--- src/rtl/wds_pkg.sv ---
`timescale 1ns / 1ps
// ----------------------------------------------------------------------------
// wds_pkg
// Shared types and constants of the wildcard device ID search block.
// ----------------------------------------------------------------------------
package wds_pkg;

  localparam int TABLE_DEPTH_DEF = 256;

  localparam int ID_W     = 32;
  localparam int WIDX_W   = 8;
  localparam int ACT_W    = 9;
  localparam int CNT_W    = 9;
  localparam int STAT_W   = 2;
  localparam int NIBBLES  = ID_W / 4;

  localparam int CFG_AW   = 3;
  localparam int CFG_DW   = 32;

  localparam logic [CFG_AW-1:0] CFG_ADDR_ACTIVE = 3'd0;
  localparam logic [ACT_W-1:0]  ACTIVE_RESET    = 9'd255;
  localparam logic [CNT_W-1:0]  COUNT_MAX       = 9'd511;
  localparam logic [3:0]        NIB_WILD        = 4'hF;

  localparam logic REQ_LOAD   = 1'b0;
  localparam logic REQ_SEARCH = 1'b1;

  localparam logic [STAT_W-1:0] ST_NONE      = 2'd0;
  localparam logic [STAT_W-1:0] ST_ONE       = 2'd1;
  localparam logic [STAT_W-1:0] ST_COLLISION = 2'd2;

  typedef enum logic [1:0] {
    S_IDLE,
    S_SCAN,
    S_FLUSH,
    S_POST
  } state_t;

  typedef struct packed {
    logic load;
    logic start;
    logic rd_en;
    logic publish;
  } ctrl_cmd_t;

  typedef struct packed {
    logic limit_zero;
    logic last;
    logic out_free;
  } ctrl_sts_t;

endpackage

--- src/rtl/wds_ctrl.sv ---
`timescale 1ns / 1ps
// ----------------------------------------------------------------------------
// wds_ctrl
// Controller that sequences loads, table scans and result transfers.
// ----------------------------------------------------------------------------
module wds_ctrl (
  input  logic               clk,
  input  logic               rst_n,
  input  logic               in_valid,
  input  logic               in_req_type,
  output logic               in_ready,
  input  wds_pkg::ctrl_sts_t sts,
  output wds_pkg::ctrl_cmd_t cmd
);

  wds_pkg::state_t state_r, state_nxt;
  logic            accept;

  assign accept = in_valid && in_ready;

  always_ff @(posedge clk) begin
    if (!rst_n) begin
      state_r <= wds_pkg::S_IDLE;
    end else begin
      state_r <= state_nxt;
    end
  end

  always_comb begin
    state_nxt = state_r;
    unique case (state_r)
      wds_pkg::S_IDLE: begin
        if (accept && in_req_type == wds_pkg::REQ_SEARCH) begin
          state_nxt = sts.limit_zero ? wds_pkg::S_POST : wds_pkg::S_SCAN;
        end
      end
      wds_pkg::S_SCAN: begin
        if (sts.last) begin
          state_nxt = wds_pkg::S_FLUSH;
        end
      end
      wds_pkg::S_FLUSH: begin
        state_nxt = wds_pkg::S_POST;
      end
      wds_pkg::S_POST: begin
        if (sts.out_free) begin
          state_nxt = wds_pkg::S_IDLE;
        end
      end
      default: begin
        state_nxt = wds_pkg::S_IDLE;
      end
    endcase
  end

  always_comb begin
    in_ready    = 1'b0;
    cmd.load    = 1'b0;
    cmd.start   = 1'b0;
    cmd.rd_en   = 1'b0;
    cmd.publish = 1'b0;
    unique case (state_r)
      wds_pkg::S_IDLE: begin
        in_ready  = 1'b1;
        cmd.load  = in_valid && in_req_type == wds_pkg::REQ_LOAD;
        cmd.start = in_valid && in_req_type == wds_pkg::REQ_SEARCH;
      end
      wds_pkg::S_SCAN: begin
        cmd.rd_en = 1'b1;
      end
      wds_pkg::S_FLUSH: begin
      end
      wds_pkg::S_POST: begin
        cmd.publish = sts.out_free;
      end
      default: begin
      end
    endcase
  end

  a_publish_free: assert property (@(posedge clk) disable iff (!rst_n)
    cmd.publish |-> sts.out_free)
    else $error("result published while the output register is occupied");

  a_flush_to_post: assert property (@(posedge clk) disable iff (!rst_n)
    state_r == wds_pkg::S_FLUSH |=> state_r == wds_pkg::S_POST)
    else $error("flush did not lead to result stage");

  a_one_command: assert property (@(posedge clk) disable iff (!rst_n)
    $onehot0({cmd.load, cmd.start, cmd.rd_en, cmd.publish}))
    else $error("conflicting datapath commands");

endmodule

--- config.mk ---
export PLATFORM = sky130hd
export DESIGN_NAME = wds_ctrl
export DESIGN_NICKNAME = d
export VERILOG_FILES = /design/src/rtl/wds_pkg.sv /design/src/rtl/wds_ctrl.sv
export SDC_FILE = /design/constraint.sdc
export NUM_CORES = 1
export LEC_CHECK = 0
export ABC_AREA = 1
export BUFFER_PORTS_ARGS = -buffer_cell sky130_fd_sc_hd__buf_2
export CORE_AREA = 2 2 39 41
export CTS_BUF_LIST = sky130_fd_sc_hd__clkbuf_8
export DETAILED_ROUTE_END_ITERATION = 12
export DIE_AREA = 0 0 41 43
export PLACE_DENSITY_LB_ADDON = 0.08
export SLEW_MARGIN = 15
export SYNTH_ARGS = -nofsm -noshare
export SYNTH_HDL_FRONTEND = slang
export SYNTH_SLANG_ARGS = --single-unit
--- constraint.sdc ---
create_clock -name clk -period 2 [get_ports clk]
set_input_delay 0.4 -clock clk [delete_from_list [all_inputs] [get_ports clk]]
set_output_delay 0.4 -clock clk [all_outputs]
set_load 0.02 [all_outputs]
==> results of run 1 <==
[metal layers]
| metal | track usage, % | vias up | share of wire (%) |
|---|---|---|---|
| li1 | - | 122 | - |
| met3 | 3.14 | 0 | 8.5 |
| met5 | 0 | - | 0 |
| met4 | 6.00 | 0 | 0 |
| met1 | 7.67 | 89 | 46 |
| met2 | 7.19 | 8 | 45 |
[how the worst max path moves through the flow]
stage,startpoint,to,cells past startpoint
final,state_r[1],cmd[2],5
after CTS,state_r[1],cmd[2],5
after floorplan,state_r[0],cmd[2],4
after detailed placement,state_r[1],cmd[2],5
after global routing,state_r[0],cmd[2],5
after global placement,state_r[0],cmd[2],5
[cells in the mapped netlist]
cell and instances:
dfxtp_1 2, nor2_1 5, nand2_1 11, a21oi_1 1, nand3_2 1, ha_1 4
nand3_1 1, nand2_2 1, inv_1 6
[kinds of logic (layout without fill, tap and decap cells)]
family	Yosys count	count (layout)	share of synthesized area, %
AO/OA/AOI/OAI	1	1	2.51
adder cells (fa/ha/maj)	4	4	25.2
AND/OR/NAND/NOR	19	19	40.9
flip-flops	2	2	20.1
buffers and inverters	6	20	11.3
[power by group through the flow]
stage | clock network (µW) | registers (µW) | logic [µW]
2_1_floorplan | 0 | 69.1 | 190
3_3_place_gp | 0 | 74.3 | 250
3_5_place_dp | 0 | 73.2 | 246
4_1_cts | 161 | 72.7 | 247
5_1_grt | 166 | 74.6 | 279
6_report | 155 | 71.8 | 244
[worst max-delay path: cells and delay by family (launching register included)]
| kind | cells | cell delay, ns |
|---|---|---|
| DFF | 1 | 0.31 |
| buffers and inverters | 3 | 0.34 |
| adders and majority gates | 1 | 0.26 |
| and+or+nand+nor | 1 | 0.10 |
[cell type report]
class                      count  area, µm²
tap                           16       20.0
clock buffer                   3       41.3
timing repair buffer          11       55.1
inverter                       6       22.5
sequential                     2       40.0
fill                         159       1070
multi-input combinational     24        136
[stage by stage]
step / power, µW / std cells / util [%] / setup slack [ns]
4_1_cts: 481 / 62 / 22.8 / 0.358
3_3_place_gp: 324 / 59 / 19.8 / 0.589
5_1_grt: 520 / 62 / 22.8 / 0.273
3_5_place_dp: 319 / 59 / 19.8 / 0.585
2_1_floorplan: 259 / 32 / - / 0.465
6_report: 471 / 62 / 22.8 / 0.361
==> reports/qor.txt, run 1 <==
Max_slew headroom -> 86.8%
Fin. Hold Viols -> 0
Grt ovf -> 0
Crit-path max FO -> 6
Crit-path max cell delay -> 0.31 ns
Final-stage net count -> 59
DR vias/cell -> 3.53
Clock latency on the worst-skew pair -> 0.21 ns
Setup Skew -> 0.00257 ns
Fin area -> 315 µm²
Die area -> 1760 µm²
Slew @ Worst Pin -> 0.198 ns
Tcrit/Tclk final -> 81.9%
Drt first-iter violations -> 2
Die X-Extent -> 41 µm
Reg2Reg Setup Slack -> 0.85 ns
Outcome -> complete, no violations
CP Launch Type -> register
CTS Buf Count -> 3
CTS tree -> built
Sw Ratio -> 42.0%
Layout cells sized above 1 -> 34.8%
Drt pass-1 iters -> 2
Netlist cell types -> 9
Hold_buf cts -> 0
Site Rows -> 14
H-tree depth -> 1
Hold_ws -> 0.430 ns
Port-buffer cells -> 11
DR WL/cell -> 7.19 µm
RSZ-0062 raised after global routing -> no
Max reg flops -> 2
Synth warn -> 0
Vias post-DR -> 219
Critical path type -> reg2out
Vias in the first global route -> 183
Top cells by area, synth -> ha_1, nand2_1, dfxtp_1, inv_1, nor2_1
Sequential share of the synthesized area -> 20.1%
Residual DRC count -> 0
Final setup violation count -> 0
Reg2reg end -> state_r[1]
DRT Wirelength -> 446 µm
Most frequent cells in the layout -> nand2_1, buf_2, inv_1, nor2_1, ha_1
Starting Density -> 14.4%
CTS Buffer Depth -> 2
Synthesized flop and latch total -> 2
Slew Viols, Final -> 0
Gr usage total -> 6.21%
Net Switching -> 198 µW
Placed cell area -> 274 µm²
Fmax -> 0.610 GHz
Crit path top cell by count -> inv_1
Hold depth -> 3
Crit end category -> output pin
Worst Path Required -> 1.60 ns
Critical Path AT -> 1.24 ns
Setup TNS -> 0 ns
N_diodes -> 0
Path category of the worst min-delay check -> in2reg
Internal -> 273 µW
Yosys top cell area share -> 25.2%
Clock power frac -> 32.9%
Avg Inst Size Synth -> 6.22 µm²
Final ANT Viol Nets -> 0
Layout area overhead -> 58.5%
VDD IR-drop max -> 0.000258 V
Reg-to-Reg Start -> state_r[0]
WHS Endpoint -> state_r[1]
Max-Cap Viols -> 0
Crit-path cells -> inv_1 > ha_1 > inv_1 > nor2_1 > buf_2
DP Wirelength -> 379 µm
Most flop-heavy register -> state_r
Lkg Pwr -> 0.000200 µW
Boundary pin count -> 12
Logic pwr share -> 51.9%
Mapped Nets -> 43
Post-Synthesis Cell Area -> 199 µm²
Seq pwr share -> 15.2%
Initial antenna violation count -> 0
Clk sinks -> 2
Setup Fix Bufs, Post-CTS -> 0
Mapped Cells -> 32
Largest registers -> state_r: 2 flops
Largest net degree at the start of global routing -> 7
Total core area -> 1380 µm²
CP max-delay cell -> dfxtp_1
First-pass GRT wire length -> 683 µm
Global placement routability congestion -> 0.675
Yosys top cell by area -> ha_1
Clock-pin slew on the worst setup and hold paths -> 0.03 ns
Min-delay src -> rst_n
Fin crit period -> 1.64 ns
Power per cell area -> 1490 nW/µm²
Root Buffer Master -> clkbuf_8
Chip height -> 43 µm
Post-CTS Resized -> 0
Reg2reg path depth -> 6
Note: power is estimated with default switching activity, not from simulation.
==> run 2, diff against run 1 <==
--- a/config.mk
+++ b/config.mk
@@ -5,7 +5,7 @@
 export SDC_FILE = /design/constraint.sdc
 export NUM_CORES = 1
 export LEC_CHECK = 0
-export ABC_AREA = 1
+export ABC_AREA = 0
 export BUFFER_PORTS_ARGS = -buffer_cell sky130_fd_sc_hd__buf_2
 export CORE_AREA = 2 2 39 41
 export CTS_BUF_LIST = sky130_fd_sc_hd__clkbuf_8
==> constraint.sdc (replaced) <==
create_clock -name clk -period 1.7 [get_ports clk]
set_input_delay 0.34 -clock clk [delete_from_list [all_inputs] [get_ports clk]]
set_output_delay 0.34 -clock clk [all_outputs]
set_load 0.02 [all_outputs]
==> reports/qor.txt, run 2 <==
First-pass GRT wire length -> 717 µm (was 683 µm)
Hold_buf cts -> 0 (unchanged)
Clock latency on the worst-skew pair -> 0.21 ns (about the same)
Worst Path Required -> 1.36 ns (was 1.60 ns)
Site Rows -> 14 (unchanged)
N_diodes -> 0 (unchanged)
Crit end category -> output pin (unchanged)
Netlist cell types -> 13 (was 9)
Lkg Pwr -> 0.000180 µW (was 0.000200 µW)
Setup TNS -> 0 ns (unchanged)
Setup Skew -> 0.00214 ns (was 0.00257 ns)
Final-stage net count -> 50 (was 59)
Multi-input gate area -> 140 µm² (was 136 µm²)
Mapped Nets -> 34 (was 43)
Max-Cap Viols -> 0 (unchanged)
Ys flop type -> dfxtp_1 (unchanged)
Slew @ Worst Pin -> 0.458 ns (was 0.198 ns)
Post-Synthesis Cell Area -> 195 µm² (was 199 µm²)
Fmax -> 0.632 GHz
DR vias/cell -> 3.98 (was 3.53)
Initial antenna violation count -> 0 (unchanged)
Max_slew headroom -> 69.5% (was 86.8%)
Clk sinks -> 2 (unchanged)
RSZ-0062 raised after global routing -> no (unchanged)
Crit-path max FO -> 6 (unchanged)
VDD IR-drop max -> 0.000538 V (was 0.000258 V)
CTS tree -> built (unchanged)
Total core area -> 1380 µm² (unchanged)
CP max-delay cell -> dfxtp_1 (unchanged)
Drt pass-1 iters -> 4 (was 2)
Global placement routability congestion -> 0.692 (was 0.675)
Worst path buffer plus inverter count -> 2 (was 3)
Fin area -> 312 µm² (was 315 µm²)
Layout cells sized above 1 -> 43.2% (was 34.8%)
Port-buffer cells -> 11 (unchanged)
Crit-path max cell delay -> 0.37 ns (was 0.31 ns)
Yosys top cell area share -> 25.6% (was 25.2%)
Ys async rst share -> 0% (unchanged)
Largest net degree at the start of global routing -> 7 (unchanged)
Gr usage total -> 6.31% (was 6.21%)
Tcrit/Tclk final -> 93.1%
Die area -> 1760 µm² (unchanged)
Yosys top cell by area -> ha_1 (unchanged)
Max reg flops -> 2 (unchanged)
Synthesized flop and latch total -> 2 (unchanged)
DRT Wirelength -> 464 µm (was 446 µm)
Layout area overhead -> 59.6% (was 58.5%)
Mapped Cells -> 23 (was 32)
Register area -> 40.0 µm² (unchanged)
Top cells by area, synth -> ha_1, dfxtp_1, inv_1, nand2_1, a221o_2 (was ha_1, nand2_1, dfxtp_1, inv_1, nor2_1)
Grt ovf -> 0 (unchanged)
Outcome -> complete, no violations (unchanged)
Placed cell area -> 270 µm² (was 274 µm²)
Root Buffer Master -> clkbuf_8 (unchanged)
Clock-pin slew on the worst setup and hold paths -> 0.03 ns (about the same)
Residual DRC count -> 0 (unchanged)
Setup Fix Bufs, Post-CTS -> 0 (unchanged)
Power per cell area -> 1890 nW/µm² (was 1490 nW/µm²)
Final setup violation count -> 0 (unchanged)
Critical Path AT -> 1.24 ns (about the same)
Most common cell after layout, fill and taps aside -> buf_2
CTS Buf Count -> 3 (unchanged)
Largest registers -> state_r: 2 flops (unchanged)
Vias in the first global route -> 201 (was 183)
Critical path type -> reg2out (unchanged)
Synth warn -> 0 (unchanged)
Number of synthesized flops with an enable pin -> 0 (unchanged)
FILL cells -> 165 (was 159)
Crit-path cells -> inv_1 > ha_1 > and3_1 > buf_2 (was inv_1 > ha_1 > inv_1 > nor2_1 > buf_2)
Avg Inst Size Synth -> 8.49 µm² (was 6.22 µm²)
Die X-Extent -> 41 µm (unchanged)
Sequential share of the synthesized area -> 20.5% (was 20.1%)
Starting Density -> 14.1% (was 14.4%)
Final ANT Viol Nets -> 0 (unchanged)
Most flop-heavy register -> state_r (unchanged)
CTS Buffer Depth -> 2 (unchanged)
Synth cell count leaders -> ha_1, inv_1, nand2_1 (was nand2_1, inv_1, nor2_1)
Chip height -> 43 µm (unchanged)
Boundary pin count -> 12 (unchanged)
DP Wirelength -> 393 µm (was 379 µm)
Path category of the worst min-delay check -> in2reg (unchanged)
Most frequent cells in the layout -> buf_2, inv_1, nand2_1, ha_1, clkbuf_8 (was nand2_1, buf_2, inv_1, nor2_1, ha_1)
H-tree depth -> 1 (unchanged)
Drt first-iter violations -> 3 (was 2)
Slew Viols, Final -> 0 (unchanged)
Fin crit period -> 1.58 ns
Vias post-DR -> 211 (was 219)
Fin. Hold Viols -> 0 (unchanged)
CP Launch Type -> register (unchanged)
Post-CTS Resized -> 0 (unchanged)
DR WL/cell -> 8.75 µm (was 7.19 µm)
Top delay family on crit path -> flip-flops (was buffers and inverters)
run 2: cell types whose count changed in the layout (fill, tap and decap cells not counted), sizes merged:
cell    previous run  this run
o211a              0         1
and3               0         1
mux2               0         1
nand3              2         0
nand2             12         4
a221o              0         1
mux2i              0         1
a222oi             0         1
or2                0         1
nor2               5         1
a21oi              1         0
inv                6         4
and2               0         1
run 2: layout make-up:
| type | count | area share [%] |
|---|---|---|
| tap | 16 | 6.43 |
| sequential | 2 | 12.9 |
| multi-input combinational | 17 | 45.0 |
| clock buffer | 3 | 13.3 |
| inverter | 4 | 4.82 |
| timing repair buffer | 11 | 17.7 |
run 2: cells by family (layout without fill, tap and decap cells):
group                      after synthesis  in the layout  synth area share (%)
AOI/OAI and AO/OA                        3              3                  16.0
adders and majority gates                4              4                  25.6
buffers and inverters                    4             18                  7.69
DFF                                      2              2                  20.5
muxes                                    2              2                  10.9
and+or+nand+nor                          8              8                  19.2
run 2: layer usage:
| layer | part of all wire (%) | track usage, % | routed length, µm | up-vias |
|---|---|---|---|---|
| met3 | 8.0 | 4.71 | 37 | 0 |
| met5 | 0 | 0 | 0 | - |
| li1 | - | - | - | 106 |
| met4 | 0 | 4.00 | 0 | 0 |
| met1 | 41 | 6.05 | 189 | 99 |
| met2 | 51 | 9.06 | 238 | 6 |
run 2: power breakdown:
part | total, µW | switching (µW) | internal [µW]
Sequential | 95.2 | 24.8 | 70.4
Combinational | 310 | 170 | 141
Clock | 182 | 32.7 | 149
run 2: worst paths after layout:
check             startpoint          to  slack [ns]  cells after the start
setup / recovery  state_r[0]      cmd[2]        0.12                      4
hold / removal         rst_n  state_r[0]        0.40                      2
setup reg to reg  state_r[0]  state_r[0]        0.21                      5
hold reg to reg   state_r[1]  state_r[1]        0.50                      2
run 2: metrics by stage:
stage / total power [µW] / setup WS, ns / instances / utilization (%) / hold WS, ns
after floorplan: 329 / 0.220 / 23 / - / 0.468
after detailed placement: 415 / 0.186 / 50 / 19.5 / 0.505
after global routing: 642 / 0.0297 / 53 / 22.5 / 0.406
after CTS: 604 / 0.0947 / 53 / 22.5 / 0.395
final: 588 / 0.117 / 53 / 22.5 / 0.399
after global placement: 410 / 0.215 / 50 / 19.5 / 0.500
==> run 3, diff against run 2 <==
--- a/config.mk
+++ b/config.mk
@@ -5,12 +5,13 @@
 export SDC_FILE = /design/constraint.sdc
 export NUM_CORES = 1
 export LEC_CHECK = 0
-export ABC_AREA = 0
+export ABC_AREA = 1
 export BUFFER_PORTS_ARGS = -buffer_cell sky130_fd_sc_hd__buf_2
 export CORE_AREA = 2 2 39 41
 export CTS_BUF_LIST = sky130_fd_sc_hd__clkbuf_8
 export DETAILED_ROUTE_END_ITERATION = 12
 export DIE_AREA = 0 0 41 43
+export HOLD_SLACK_MARGIN = 0.05
 export PLACE_DENSITY_LB_ADDON = 0.08
 export SLEW_MARGIN = 15
 export SYNTH_ARGS = -nofsm -noshare
==> reports/qor.txt, run 3 (same netlist as run 1, synthesis figures left out) <==
Fin util -> 22.8% (was 22.5%)
Critical Path AT -> 1.21 ns (was 1.24 ns)
Crit path top cell by count -> inv_1
Outcome -> complete, no violations (unchanged)
Fin. Hold Viols -> 0 (unchanged)
Worst Path Required -> 1.36 ns (about the same)
Chip height -> 43 µm (unchanged)
Fin cells -> 62 (was 53)
Total core area -> 1380 µm² (unchanged)
H-tree depth -> 1 (unchanged)
Vias in the first global route -> 172 (was 201)
Critical path type -> reg2out (unchanged)
Largest registers -> state_r: 2 flops (unchanged)
Max-Cap Viols -> 0 (unchanged)
Slew @ Worst Pin -> 0.180 ns (was 0.458 ns)
Initial antenna violation count -> 0 (unchanged)
Drt first-iter violations -> 1 (was 3)
Setup TNS -> 0 ns (unchanged)
Drt pass-1 iters -> 3 (was 4)
CP Launch Type -> register (unchanged)
Fin crit period -> 1.55 ns (was 1.58 ns)
Power per cell area -> 1740 nW/µm² (was 1890 nW/µm²)
Post-CTS Resized -> 0 (unchanged)
Starting Density -> 14.4% (was 14.1%)
Final setup violation count -> 0 (unchanged)
FILL cells -> 171 (was 165)
CTS tree -> built (unchanged)
DR vias/cell -> 3.73 (was 3.98)
Hold_buf cts -> 0 (unchanged)
Fmax -> 0.645 GHz (was 0.632 GHz)
RSZ-0062 raised after global routing -> no (unchanged)
CTS Buffer Depth -> 2 (unchanged)
Max reg flops -> 2 (unchanged)
Max_slew headroom -> 88.0% (was 69.5%)
Crit-path max cell delay -> 0.32 ns (was 0.37 ns)
Clock-pin slew on the worst setup and hold paths -> 0.03 ns (about the same)
Die X-Extent -> 41 µm (unchanged)
CP max-delay cell -> dfxtp_1 (unchanged)
CTS Buf Count -> 3 (unchanged)
DRT Wirelength -> 425 µm (was 464 µm)
Site Rows -> 14 (unchanged)
Crit end category -> output pin (unchanged)
Tcrit/Tclk final -> 91.2% (was 93.1%)
Setup Fix Bufs, Post-CTS -> 0 (unchanged)
Vias post-DR -> 231 (was 211)
Top delay family on crit path -> buffers and inverters (was flip-flops)
Gr usage total -> 5.61% (was 6.31%)
Boundary pin count -> 12 (unchanged)
Placed insts -> 59 (was 50)
Lkg Pwr -> 0.000200 µW (was 0.000180 µW)
VDD IR-drop max -> 0.000754 V (was 0.000538 V)
DR WL/cell -> 6.85 µm (was 8.75 µm)
Crit-path max FO -> 6 (unchanged)
Port-buffer cells -> 11 (unchanged)
Largest net degree at the start of global routing -> 7 (unchanged)
Clock latency on the worst-skew pair -> 0.21 ns (about the same)
Residual DRC count -> 0 (unchanged)
N_diodes -> 0 (unchanged)
Root Buffer Master -> clkbuf_8 (unchanged)
Grt ovf -> 0 (unchanged)
Most flop-heavy register -> state_r (unchanged)
Final ANT Viol Nets -> 0 (unchanged)
Clk sinks -> 2 (unchanged)
Final-stage net count -> 59 (was 50)
Layout cells sized above 1 -> 34.8% (was 43.2%)
Die area -> 1760 µm² (unchanged)
Global placement routability congestion -> 0.685 (was 0.692)
Crit-path cells -> inv_1 > ha_1 > inv_1 > nor2_1 > buf_2 (was inv_1 > ha_1 > and3_1 > buf_2)
Worst path buffer plus inverter count -> 3 (was 2)
DP Wirelength -> 377 µm (was 393 µm)
Setup Skew -> 0.00185 ns (was 0.00214 ns)
Slew Viols, Final -> 0 (unchanged)
Most frequent cells in the layout -> nand2_1, buf_2, inv_1, nor2_1, ha_1 (was buf_2, inv_1, nand2_1, ha_1, clkbuf_8)
First-pass GRT wire length -> 621 µm (was 717 µm)
Path category of the worst min-delay check -> in2reg (unchanged)
Layout area overhead -> 58.5% (was 59.6%)
## run 3: path summary, 6_finish.rpt
check,startpoint,end,slack [ns],cells past startpoint
min reg2reg,state_r[0],state_r[0],0.53,2
max,state_r[1],cmd[2],0.15,5
min,rst_n,state_r[0],0.38,3
max reg2reg,state_r[0],state_r[1],0.58,6
## run 3: worst register-to-register path, cell delays in order (launching register included)
cell and delay, ns:
dfxtp_1 0.34, inv_1 0.08, ha_1 0.26, nand2_1 0.10, nand3_2 0.08, nor2_1 0.09, nor2_1 0.05
## run 3: cell type report
class | count | area, µm² | area share, %
multi-input cells | 24 | 136 | 43.3
repair buffers | 11 | 55.1 | 17.5
clock buffers | 3 | 41.3 | 13.1
flip-flops and latches | 2 | 40.0 | 12.7
inverters | 6 | 22.5 | 7.14
well taps | 16 | 20.0 | 6.35
## run 3: per-stage QoR
stage	power (µW)	instance area (µm²)	setup WS (ns)	hold slack (ns)
after global routing	603	315	0.00288	0.398
after global placement	382	274	0.358	0.536
after CTS	561	315	0.132	0.374
after detailed placement	373	274	0.354	0.530
final	548	315	0.150	0.376
after floorplan	304	199	0.225	0.460
## run 3: where the power goes
part           internal [µW]  total, µW  switching (µW)
registers               68.2       84.3            16.1
clock network            149        182            32.5
logic                    104        282             177
## run 3: per-layer routing
metal	vias up	track usage, %	share of wire, %
li1	123	-	-
met1	100	6.69	48
met2	8	6.25	42
met3	0	6.28	9.9
met4	0	2.00	0
met5	-	0	0
